**src/sv/tcbm_pkg.sv**
```systemverilog
// ----------------------------------------------------------------------------
// tcbm_pkg
// shared codes, state encoding and control/status bundles of the classifier
// ----------------------------------------------------------------------------
`default_nettype none

package tcbm_pkg;

  localparam int ADDR_W  = 32;
  localparam int PLEN_W  = 6;
  localparam int PORT_W  = 16;
  localparam int PROTO_W = 8;
  localparam int BYTES_W = 16;
  localparam int CNT_W   = 32;
  localparam int SCORE_W = 10;
  localparam int CC_W    = 5;
  localparam int PMP_W   = 8;
  localparam int OP_W    = 3;
  localparam int IN_TDATA_W  = 136;
  localparam int OUT_TDATA_W = 80;
  localparam int APB_AW  = 3;

  localparam logic [OP_W-1:0] OP_LOAD_SUBNET = 3'd0;
  localparam logic [OP_W-1:0] OP_LOAD_PORT   = 3'd1;
  localparam logic [OP_W-1:0] OP_SET_SUBNETS = 3'd2;
  localparam logic [OP_W-1:0] OP_SET_PORTS   = 3'd3;
  localparam logic [OP_W-1:0] OP_CLASSIFY    = 3'd4;
  localparam logic [OP_W-1:0] OP_READ        = 3'd5;

  localparam logic REG_CLASS_COUNT = 1'b0;
  localparam logic REG_PORT_POINTS = 1'b1;

  typedef enum logic [9:0] {
    ST_IDLE      = 10'b0000000001,
    ST_DISPATCH  = 10'b0000000010,
    ST_WRITE     = 10'b0000000100,
    ST_CLS_START = 10'b0000001000,
    ST_LST_START = 10'b0000010000,
    ST_LST_CHECK = 10'b0000100000,
    ST_RD        = 10'b0001000000,
    ST_EVAL      = 10'b0010000000,
    ST_CLS_END   = 10'b0100000000,
    ST_FINISH    = 10'b1000000000
  } state_t;

  typedef struct packed {
    logic cap;
    logic wr;
    logic cls_start;
    logic lst_start;
    logic rd;
    logic lst_score;
    logic nxt_entry;
    logic cls_end;
    logic fin;
    logic out_load;
  } cmd_t;

  typedef struct packed {
    logic [OP_W-1:0] op;
    logic no_class;
    logic len_zero;
    logic hit;
    logic entry_last;
    logic list_last;
    logic class_last;
    logic out_busy;
  } sts_t;

endpackage

`default_nettype wire

```
**src/sv/tcbm_ctrl.sv**
```systemverilog
// ----------------------------------------------------------------------------
// tcbm_ctrl
// sequencer that walks classes, lists and entries for one item at a time
// ----------------------------------------------------------------------------
`default_nettype none

module tcbm_ctrl (
  input  wire              clk,
  input  wire              rst,
  input  wire              in_valid,
  output logic             in_ready,
  input  tcbm_pkg::sts_t   sts,
  output tcbm_pkg::cmd_t   cmd
);

  tcbm_pkg::state_t state, state_next;
  logic result_pend, result_pend_next;

  always_ff @(posedge clk) begin
    if (rst) begin
      state       <= tcbm_pkg::ST_IDLE;
      result_pend <= 1'b0;
    end else begin
      state       <= state_next;
      result_pend <= result_pend_next;
    end
  end

  assign in_ready = (state == tcbm_pkg::ST_IDLE) && !result_pend;

  always_comb begin
    cmd              = '0;
    state_next       = state;
    result_pend_next = result_pend;
    // a finished item waits here until the output register is free
    if (result_pend && !sts.out_busy) begin
      cmd.out_load     = 1'b1;
      result_pend_next = 1'b0;
    end
    unique case (state)
      tcbm_pkg::ST_IDLE: begin
        if (in_valid && !result_pend) begin
          cmd.cap    = 1'b1;
          state_next = tcbm_pkg::ST_DISPATCH;
        end
      end
      tcbm_pkg::ST_DISPATCH: begin
        case (sts.op) inside
          tcbm_pkg::OP_LOAD_SUBNET, tcbm_pkg::OP_LOAD_PORT,
          tcbm_pkg::OP_SET_SUBNETS, tcbm_pkg::OP_SET_PORTS: begin
            state_next = tcbm_pkg::ST_WRITE;
          end
          tcbm_pkg::OP_CLASSIFY: begin
            state_next = sts.no_class ? tcbm_pkg::ST_FINISH : tcbm_pkg::ST_CLS_START;
          end
          default: begin
            result_pend_next = 1'b1;
            state_next       = tcbm_pkg::ST_IDLE;
          end
        endcase
      end
      tcbm_pkg::ST_WRITE: begin
        cmd.wr           = 1'b1;
        result_pend_next = 1'b1;
        state_next       = tcbm_pkg::ST_IDLE;
      end
      tcbm_pkg::ST_CLS_START: begin
        cmd.cls_start = 1'b1;
        state_next    = tcbm_pkg::ST_LST_START;
      end
      tcbm_pkg::ST_LST_START: begin
        cmd.lst_start = 1'b1;
        state_next    = tcbm_pkg::ST_LST_CHECK;
      end
      tcbm_pkg::ST_LST_CHECK: begin
        if (sts.len_zero) begin
          cmd.lst_score = 1'b1;
          state_next = sts.list_last ? tcbm_pkg::ST_CLS_END : tcbm_pkg::ST_LST_START;
        end else begin
          state_next = tcbm_pkg::ST_RD;
        end
      end
      tcbm_pkg::ST_RD: begin
        cmd.rd     = 1'b1;
        state_next = tcbm_pkg::ST_EVAL;
      end
      tcbm_pkg::ST_EVAL: begin
        if (sts.hit || sts.entry_last) begin
          cmd.lst_score = 1'b1;
          state_next = sts.list_last ? tcbm_pkg::ST_CLS_END : tcbm_pkg::ST_LST_START;
        end else begin
          cmd.nxt_entry = 1'b1;
          state_next    = tcbm_pkg::ST_RD;
        end
      end
      tcbm_pkg::ST_CLS_END: begin
        cmd.cls_end = 1'b1;
        state_next  = sts.class_last ? tcbm_pkg::ST_FINISH : tcbm_pkg::ST_CLS_START;
      end
      tcbm_pkg::ST_FINISH: begin
        cmd.fin          = 1'b1;
        result_pend_next = 1'b1;
        state_next       = tcbm_pkg::ST_IDLE;
      end
      default: begin
        state_next = tcbm_pkg::ST_IDLE;
      end
    endcase
  end

endmodule

`default_nettype wire

```
**config.mk**
```make
export PLATFORM = sky130hd
export DESIGN_NAME = tcbm_ctrl
export DESIGN_NICKNAME = d
export VERILOG_FILES = /design/src/sv/tcbm_pkg.sv /design/src/sv/tcbm_ctrl.sv
export SDC_FILE = /design/constraint.sdc
export NUM_CORES = 1
export LEC_CHECK = 0
export BUFFER_PORTS_ARGS = -buffer_cell sky130_fd_sc_hd__clkbuf_2
export CORE_UTILIZATION = 50
export DETAILED_ROUTE_END_ITERATION = 12
export PLACE_DENSITY = 0.89
export SLEW_MARGIN = 25
export SYNTH_ARGS = -nofsm -noshare
export SYNTH_HDL_FRONTEND = slang
export SYNTH_SLANG_ARGS = --single-unit
```
**constraint.sdc**
```tcl
create_clock -name clk -period 7 [get_ports clk]
set_clock_uncertainty 0.2 [all_clocks]
set_input_delay 2.1 -clock clk [delete_from_list [all_inputs] [get_ports clk]]
set_output_delay 2.1 -clock clk [all_outputs]
set_load 0.02 [all_outputs]
```
## After elaboration in Yosys (flattened, before gate mapping)

Cells that the tools add are included.

| operators by class | value |
|---|---|
| reduce and logical (&&, ||, !) cells | 9 |
| eq/ne operators | 15 |
| mux-type cells | 27 |

Operators with widths:

| cell | count |
|---|---|
| $pmux W10 S8 | 1 |
| $mux W10 | 5 |
| $mux W9 | 3 |
| $mux W1 | 16 |
| $eq A10 B1 Y1 const B | 1 |
| $eq A10 B10 Y1 const B | 1 |
| $eq A10 B2 Y1 const B | 1 |
| $eq A10 B3 Y1 const B | 1 |
| $eq A10 B4 Y1 const B | 1 |
| $eq A10 B5 Y1 const B | 1 |
| $eq A10 B6 Y1 const B | 1 |
| $eq A10 B7 Y1 const B | 1 |
| $eq A10 B8 Y1 const B | 1 |
| $eq A10 B9 Y1 const B | 1 |
| $eq A3 B2 Y1 const B | 2 |
| $pmux W1 S2 | 2 |
| $reduce_or A4 Y1 | 1 |
| $eq A3 B1 Y1 const B | 1 |
| $eq A3 B3 Y1 const B | 1 |
| $logic_and A1 B1 Y1 | 3 |
| $logic_not A3 Y1 | 1 |
| $logic_not A1 Y1 | 2 |
| $ne A2 B1 Y1 const B | 1 |
| $reduce_or A2 Y1 | 1 |
| $logic_or A1 B1 Y1 | 1 |

| word-level totals | value |
|---|---|
| word-level logic and storage cells | 53 |
| register bits after elaboration | 11 |
| input port bits | 13 |

## Longest topological paths before layout

Gate-level depths: netlist of run 1.

| depth | value |
|---|---|
| word-level depth | 6 |
| mapped depth | 5 |
| depth with buffers taken out | 5 |

## Worst setup path after synthesis of run 1

OpenSTA, ideal clock, no wires.

| timing | value |
|---|---|
| path kind | input -> output |
| from | in sts[3] in the netlist's numbering |
| to | out cmd[3] in the netlist's numbering |
| setup slack | 1916 ps |
| buffers on the path | 0 |
| arrival time | 2784 ps |
| cell stages on the path | 2 |
| cells stage by stage | or4_4 inv_1 |

RTL lines:

| what | RTL line | text |
|---|---|---|
| from (decl) | tcbm_ctrl.sv:12 | `input tcbm_pkg::sts_t sts,` |
| to (decl) | tcbm_ctrl.sv:13 | `output tcbm_pkg::cmd_t cmd` |

==> results.yml, run 1 <==
placement:
  place_ws_ns: 1.737
  io_buffers: 23
  placed_area_sq_um: 792.0
  gp_routability_congestion: 0.8085
  dp_hpwl_microns: 1175
  dpl.cell_count: 114
pwr:
  clkPwrFrac: 0.310
  power_mw: 0.1383
  switching_share: 0.2852
  powerDensity_mw_per_mm2: 169.0
  power.internal_mw: 0.09882
  p_sw_mw: 0.03943
  p_leak_nw: 0.3714
  ir_drop_mv: 0.09884
  combPwrFrac: 0.204
  power_frac_seq: 0.486
logic_synthesis:
  synthArstFlopShare: 0
  synthMuxAreaShare: 0
  synth_compound_area_frac: 0.1347
  yosysSeqAreaShare: 0.3340
  synth_fa_ha_area_frac: 0
  ys_ff_latch: 11
  synth_area_sq_um: 659.4
  ys_warn_count: 0
  yosys.area_share.simple: 0.4877
  synth_nets: 90
  yosysUniqueCellTypes: 35
  synth-xor-area-share: 0.02657
  avgSynthCellArea_sq_um: 8.563
  synth_top_family_by_area: "simple AND/OR/NAND/NOR gates"
  synthFlopType: "dfxtp_1"
  synth_cells: 77
  synth_edf_count: 0
cts:
  cts.clk_slew.worst_paths_ns: 0.07
  htree_levels: 1
  cts_setup_buffers: 0
  cts_sinks: 11
  clockBufferDepth: 2
  cts-resized-gates: 0
  hold_buffers: 0
  cts_made_buffers: 3
  cts_tree: "done"
  clk_latency_ns: 0.27
  cts-root-buf: "clkbuf_4"
critical_path:
  critPathLaunch: "sts[3]"
  crit_family: "simple AND/OR/NAND/NOR gates"
  crit_fanout: 2
  start_kind: "primary input"
  slowest_delay_ns: 0.54
  crit_top_cell: "clkbuf_2"
  critPathBufInv: 3
  cp-end-kind: "output pin"
  worstPathCellList: "clkbuf_2, or4_4, inv_1, clkbuf_2"
  critPathSlowestCell: "or4_4"
  reg2reg_to: "state[4]"
  r2r_start: "state[1]"
  crit_type: "in2out"
  cp.required_ns: 4.70
  ff2ff_path_depth: 5
  worst_ep_arrival_time_ns: 2.96
  reg2reg_slack_ns: 4.87
worst_hold_path:
  hold_depth: 2
  min_to: "state[1]"
  min-delay-start: "state[1]"
  hold_path_class: "reg2reg"
timing:
  worst_slack_ns: 1.743
  finalHoldViolations: 0
  worst_slew_pin_slew_ns: 0.6154
  fin_setup_tns_ns: 0
  fin_crit_sh: 0.7510
  rsz0062_at_grt: "false"
  fmaxAchievable_mhz: 190.2
  hold_slack_ns: 0.3690
  slew_headroom: 0.5862
  setup_viol: 0
  slew_viol_final: 0
  fin_crit_ns: 5.257
final_layout:
  final_nets: 118
  fin_util: 0.6987
  drive_gt1_frac: 0.3462
  stdcell_count: 118
  antenna_cells: 0
  mostFrequentLayoutCells: "clkbuf_2, nor2_1, dfxtp_1"
  design_area_sq_um: 818.3
  final_common_cell: "clkbuf_2"
  area_delta_synth_final_pct: 24.10
outcome:
  status: "finished, final reports clean"
grt:
  grtUsageTotal: 0.2485
  gr-usage-met2: 0.4195
  grt_first_pass_wirelength_microns: 2415
  grt_max_degree: 8
  gr-total-overflow: 0
  grt_pass1_vias: 605
  globalRouteMet1Util: 0.2491
  antenna_found_initial: 0
  busiest_layer: "met2"
  met3_usage: 0.1047
floorplanning:
  die_height_microns: 38.32
  die-area_sq_mm: 0.001468
  design.core.area_sq_mm: 0.001171
  initial_core_util: 0.5630
  fp.dieW_microns: 38.32
  top_level_ports: 24
  num_rows: 12
route:
  ant_nets: 0
  routedWlPerCell_microns: 12.92
  routed_via_density: 5.814
  drt_iter0_drc: 26
  drcViolationCount: 0
  finalWirelength_microns: 1524
  vias: 686
  drt-pass1-iter-count: 4
run:
  maxCapViolations: 0
[registers in the layout, summed over array words and instances (netlist names)]
| name | count |
|---|---|
| state | 10 |
| result_pend | 1 |
[Yosys cell counts, types with 2 or more instances]
| master | n | area share |
|---|---|---|
| a21oi_1 | 2 | 0.015 |
| a31oi_1 | 2 | 0.019 |
| and2_1 | 2 | 0.019 |
| and3_2 | 2 | 0.023 |
| dfxtp_1 | 11 | 0.33 |
| inv_1 | 3 | 0.017 |
| nand2_1 | 4 | 0.023 |
| nand2b_1 | 3 | 0.028 |
| nor2_1 | 12 | 0.068 |
| nor2b_1 | 3 | 0.028 |
| nor3_1 | 4 | 0.030 |
| nor3b_1 | 2 | 0.023 |
| nor4_1 | 2 | 0.019 |
| nor4b_1 | 2 | 0.027 |
| or2b_1 | 2 | 0.023 |
| xnor2_1 | 2 | 0.027 |
[final cells by class]
cell class | count | area (sq um)
multi-input cells | 63 | 427.9
fillers | 94 | 352.8
flip-flops and latches | 11 | 220.2
repair buffers | 23 | 115.1
clock buffers | 4 | 26.28
well taps | 14 | 17.52
inverters | 3 | 11.26
[power groups by stage]
stage          clock network, mW  registers, mW  logic [mW]
2_1_floorplan                  0         0.0679      0.0186
3_5_place_dp                   0         0.0685      0.0277
3_3_place_gp                   0         0.0685      0.0271
5_1_grt                   0.0493         0.0675      0.0308
4_1_cts                   0.0455         0.0671      0.0280
6_report                  0.0429         0.0672      0.0282
[worst register-to-register path, cell delays in order (launching register included)]
cell and delay (ns):
dfxtp_1 0.37, nor4_1 0.41, nor3b_2 0.35, nor4b_2 0.28, o31ai_1 0.20, o21ba_1 0.27
[cell families (layout without fill, tap and decap cells)]
kind of cell / Yosys count / count (layout)
and+or+nand+nor: 49 / 49
DFF: 11 / 11
buffers and inverters: 3 / 30
AOI/OAI and AO/OA: 12 / 12
xor gates and xnor gates: 2 / 2
[worst max path at each step]
stage | end | depth (start not counted)
CTS | cmd[3] | 4
global route | cmd[4] | 5
detailed placement | cmd[3] | 4
finish | cmd[3] | 4
floorplan | cmd[3] | 2
global placement | cmd[3] | 4
[metal layers]
| metal | up-vias | routed length [microns] |
|---|---|---|
| li1 | 340 | - |
| met1 | 317 | 651 |
| met2 | 25 | 752 |
| met3 | 4 | 92 |
| met4 | 0 | 28 |
| met5 | - | 0 |
No activity file was read; power rests on OpenSTA's default activity.
==> inputs of run 2 (changes only) <==
--- a/config.mk
+++ b/config.mk
@@ -5,10 +5,11 @@
 export SDC_FILE = /design/constraint.sdc
 export NUM_CORES = 1
 export LEC_CHECK = 0
+export ABC_AREA = 1
 export BUFFER_PORTS_ARGS = -buffer_cell sky130_fd_sc_hd__clkbuf_2
-export CORE_UTILIZATION = 50
+export CORE_UTILIZATION = 47
 export DETAILED_ROUTE_END_ITERATION = 12
-export PLACE_DENSITY = 0.89
+export PLACE_DENSITY = 0.84
 export SLEW_MARGIN = 25
 export SYNTH_ARGS = -nofsm -noshare
 export SYNTH_HDL_FRONTEND = slang
==> constraint.sdc (replaced) <==
create_clock -name clk -period 5.5 [get_ports clk]
set_clock_uncertainty 0.2 [all_clocks]
set_input_delay 1.65 -clock clk [delete_from_list [all_inputs] [get_ports clk]]
set_output_delay 1.65 -clock clk [all_outputs]
set_load 0.02 [all_outputs]
==> results.yml, run 2 <==
outcome:
  status: "finished, final reports clean"
logic_synthesis:
  avgSynthCellArea_sq_um: 6.145
  synth_most_common_cell: "inv_1"
  yosysSeqAreaShare: 0.3171
  yosysUniqueCellTypes: 16
  ys_top_cells_by_count: "inv_1, nor2_1, nand2_1, dfxtp_1, nand3_1"
  synth.area.top_cells: "dfxtp_1, inv_1, nor2_1"
  ys_warn_count: 0
  synthArstFlopShare: 0
  yosysTopAreaCell: "dfxtp_1"
  synth_cells: 113
  synth_edf_count: 0
  ys_ff_latch: 11
  yosys.area.top_type_share: 0.3171
  synth_nets: 126
  synthFlopType: "dfxtp_1"
  synth_area_sq_um: 694.4
placement:
  io_buffers: 23
  dp_hpwl_microns: 1280
  gp_routability_congestion: 0.7400
cts:
  cts-root-buf: "clkbuf_4"
  cts_made_buffers: 3
  cts_setup_buffers: 0
  cts.clk_slew.worst_paths_ns: 0.07
  cts_tree: "done"
  hold_buffers: 0
  htree_levels: 1
  cts_sinks: 11
  cts-resized-gates: 0
  clk_latency_ns: 0.28
  clockBufferDepth: 2
critical_path:
  crit_top_cell: "clkbuf_2"
  r2r_start: "state[4]"
  worst_ep_arrival_time_ns: 2.22
  cp.required_ns: 3.65
  path_depth: 5
  critPathBufInv: 3
  reg2reg_to: "state[8]"
  crit_fanout: 2
  crit_type: "in2out"
  crit_family: "buffers and inverters"
  ff2ff_path_depth: 9
  cp-end-kind: "output pin"
  slowest_delay_ns: 0.16
  start_kind: "primary input"
  reg2reg_slack_ns: 3.99
  worstPathCellList: "clkbuf_2, nor2_1, nand3_1, inv_1, clkbuf_2"
  critPathSlowestCell: "clkbuf_2"
timing:
  slew_headroom: 0.8011
  fin_setup_tns_ns: 0
  fmaxAchievable_mhz: 245.8
  fin_crit_ns: 4.068
  worst_slew_pin_slew_ns: 0.2961
  finalHoldViolations: 0
  rsz0062_at_grt: "false"
  fin_crit_sh: 0.7397
  setup_viol: 0
  slew_viol_final: 0
worst_hold_path:
  min_to: "state[1]"
  hold_depth: 2
  min-delay-start: "state[1]"
  hold_path_class: "reg2reg"
route:
  finalWirelength_microns: 1510
  drcViolationCount: 0
  ant_nets: 0
  drt_iter0_drc: 5
  drt-pass1-iter-count: 4
  vias: 745
  routedWlPerCell_microns: 9.742
  routed_via_density: 4.806
final_layout:
  fin_util: 0.6407
  drive_gt1_frac: 0.2929
  area_delta_synth_final_pct: 23.06
  final_nets: 154
  antenna_cells: 0
  largest_register: "state"
  mostFrequentLayoutCells: "inv_1, clkbuf_2, nor2_1"
  final_common_cell: "inv_1"
  reg_top3: "state x10, result_pend x1"
  n_fill_cell: 143
  largest_reg_flops: 10
grt:
  grt_max_degree: 7
  antenna_found_initial: 0
  grtUsageTotal: 0.2281
  gr-total-overflow: 0
  grt_pass1_vias: 657
  grt_first_pass_wirelength_microns: 2449
pwr:
  ir_drop_mv: 0.1279
  p_leak_nw: 0.5152
  powerDensity_mw_per_mm2: 211.2
floorplanning:
  die_height_microns: 40.44
  initial_core_util: 0.5206
  num_rows: 13
  die-area_sq_mm: 0.001635
  design.core.area_sq_mm: 0.001334
  top_level_ports: 24
  fp.dieW_microns: 40.44
run:
  maxCapViolations: 0
## run 2: how the worst max path moves through the flow
stage,startpoint,end,slack [ns]
after global placement,sts[3],cmd[3],1.43
final,sts[3],cmd[3],1.43
after floorplan,in_valid,cmd[9],1.48
after detailed placement,sts[3],cmd[3],1.43
after CTS,sts[3],cmd[3],1.42
after global routing,sts[3],cmd[3],1.37
## run 2: logic make-up (layout without fill, tap and decap cells)
| kind of cell | Yosys count | in the layout | share of synthesized area |
|---|---|---|---|
| AO/OA/AOI/OAI | 7 | 7 | 0.06127 |
| buffers and inverters | 26 | 53 | 0.1405 |
| flip-flops | 11 | 11 | 0.3171 |
| AND/OR/NAND/NOR | 69 | 69 | 0.4811 |
## run 2: worst reg2reg max path, cell delays in order (launching register included)
cell and delay (ns):
dfxtp_1 0.34, nor2_2 0.18, nand2_2 0.09, nor2_4 0.18, nand2_1 0.10, nand2_1 0.08, nor2_1 0.05, nand2_2 0.06
nand3_2 0.09, nor2_1 0.09
## run 2: layout make-up
cell class / instances / area, sq um / share of cell area
sequential: 11 / 220.2 / 0.2577
multi-input combinational: 76 / 376.6 / 0.4407
timing repair buffer: 23 / 115.1 / 0.1347
clock buffer: 4 / 26.28 / 0.03075
inverter: 26 / 97.59 / 0.1142
tap: 15 / 18.77 / 0.02196
## run 2: through the flow
| step | power, mW | instances | area [sq um] | hold WS [ns] | setup WS [ns] |
|---|---|---|---|---|---|
| after global routing | 0.1885 | 155 | 854.6 | 0.4453 | 1.368 |
| final | 0.1805 | 155 | 854.6 | 0.3664 | 1.432 |
| after floorplan | 0.1127 | 113 | 694.4 | 0.3230 | 1.479 |
| after detailed placement | 0.1255 | 151 | 828.3 | 0.3632 | 1.425 |
| after CTS | 0.1810 | 155 | 854.6 | 0.3733 | 1.421 |
| after global placement | 0.1242 | 151 | 828.3 | 0.3498 | 1.429 |
## run 2: power by group
part / switching (mW) / total [mW] / internal [mW]
clock network: 0.0288 / 0.0570 / 0.0282
registers: 0.00245 / 0.0845 / 0.0821
logic: 0.0250 / 0.0390 / 0.0140
total: 0.0562 / 0.180 / 0.124
## run 2: per-layer routing
metal  routed length [microns]  GRT usage
met2                       754     0.4127
met3                        60    0.03333
met1                       657     0.2492
met5                         0          0
met4                        38     0.1250
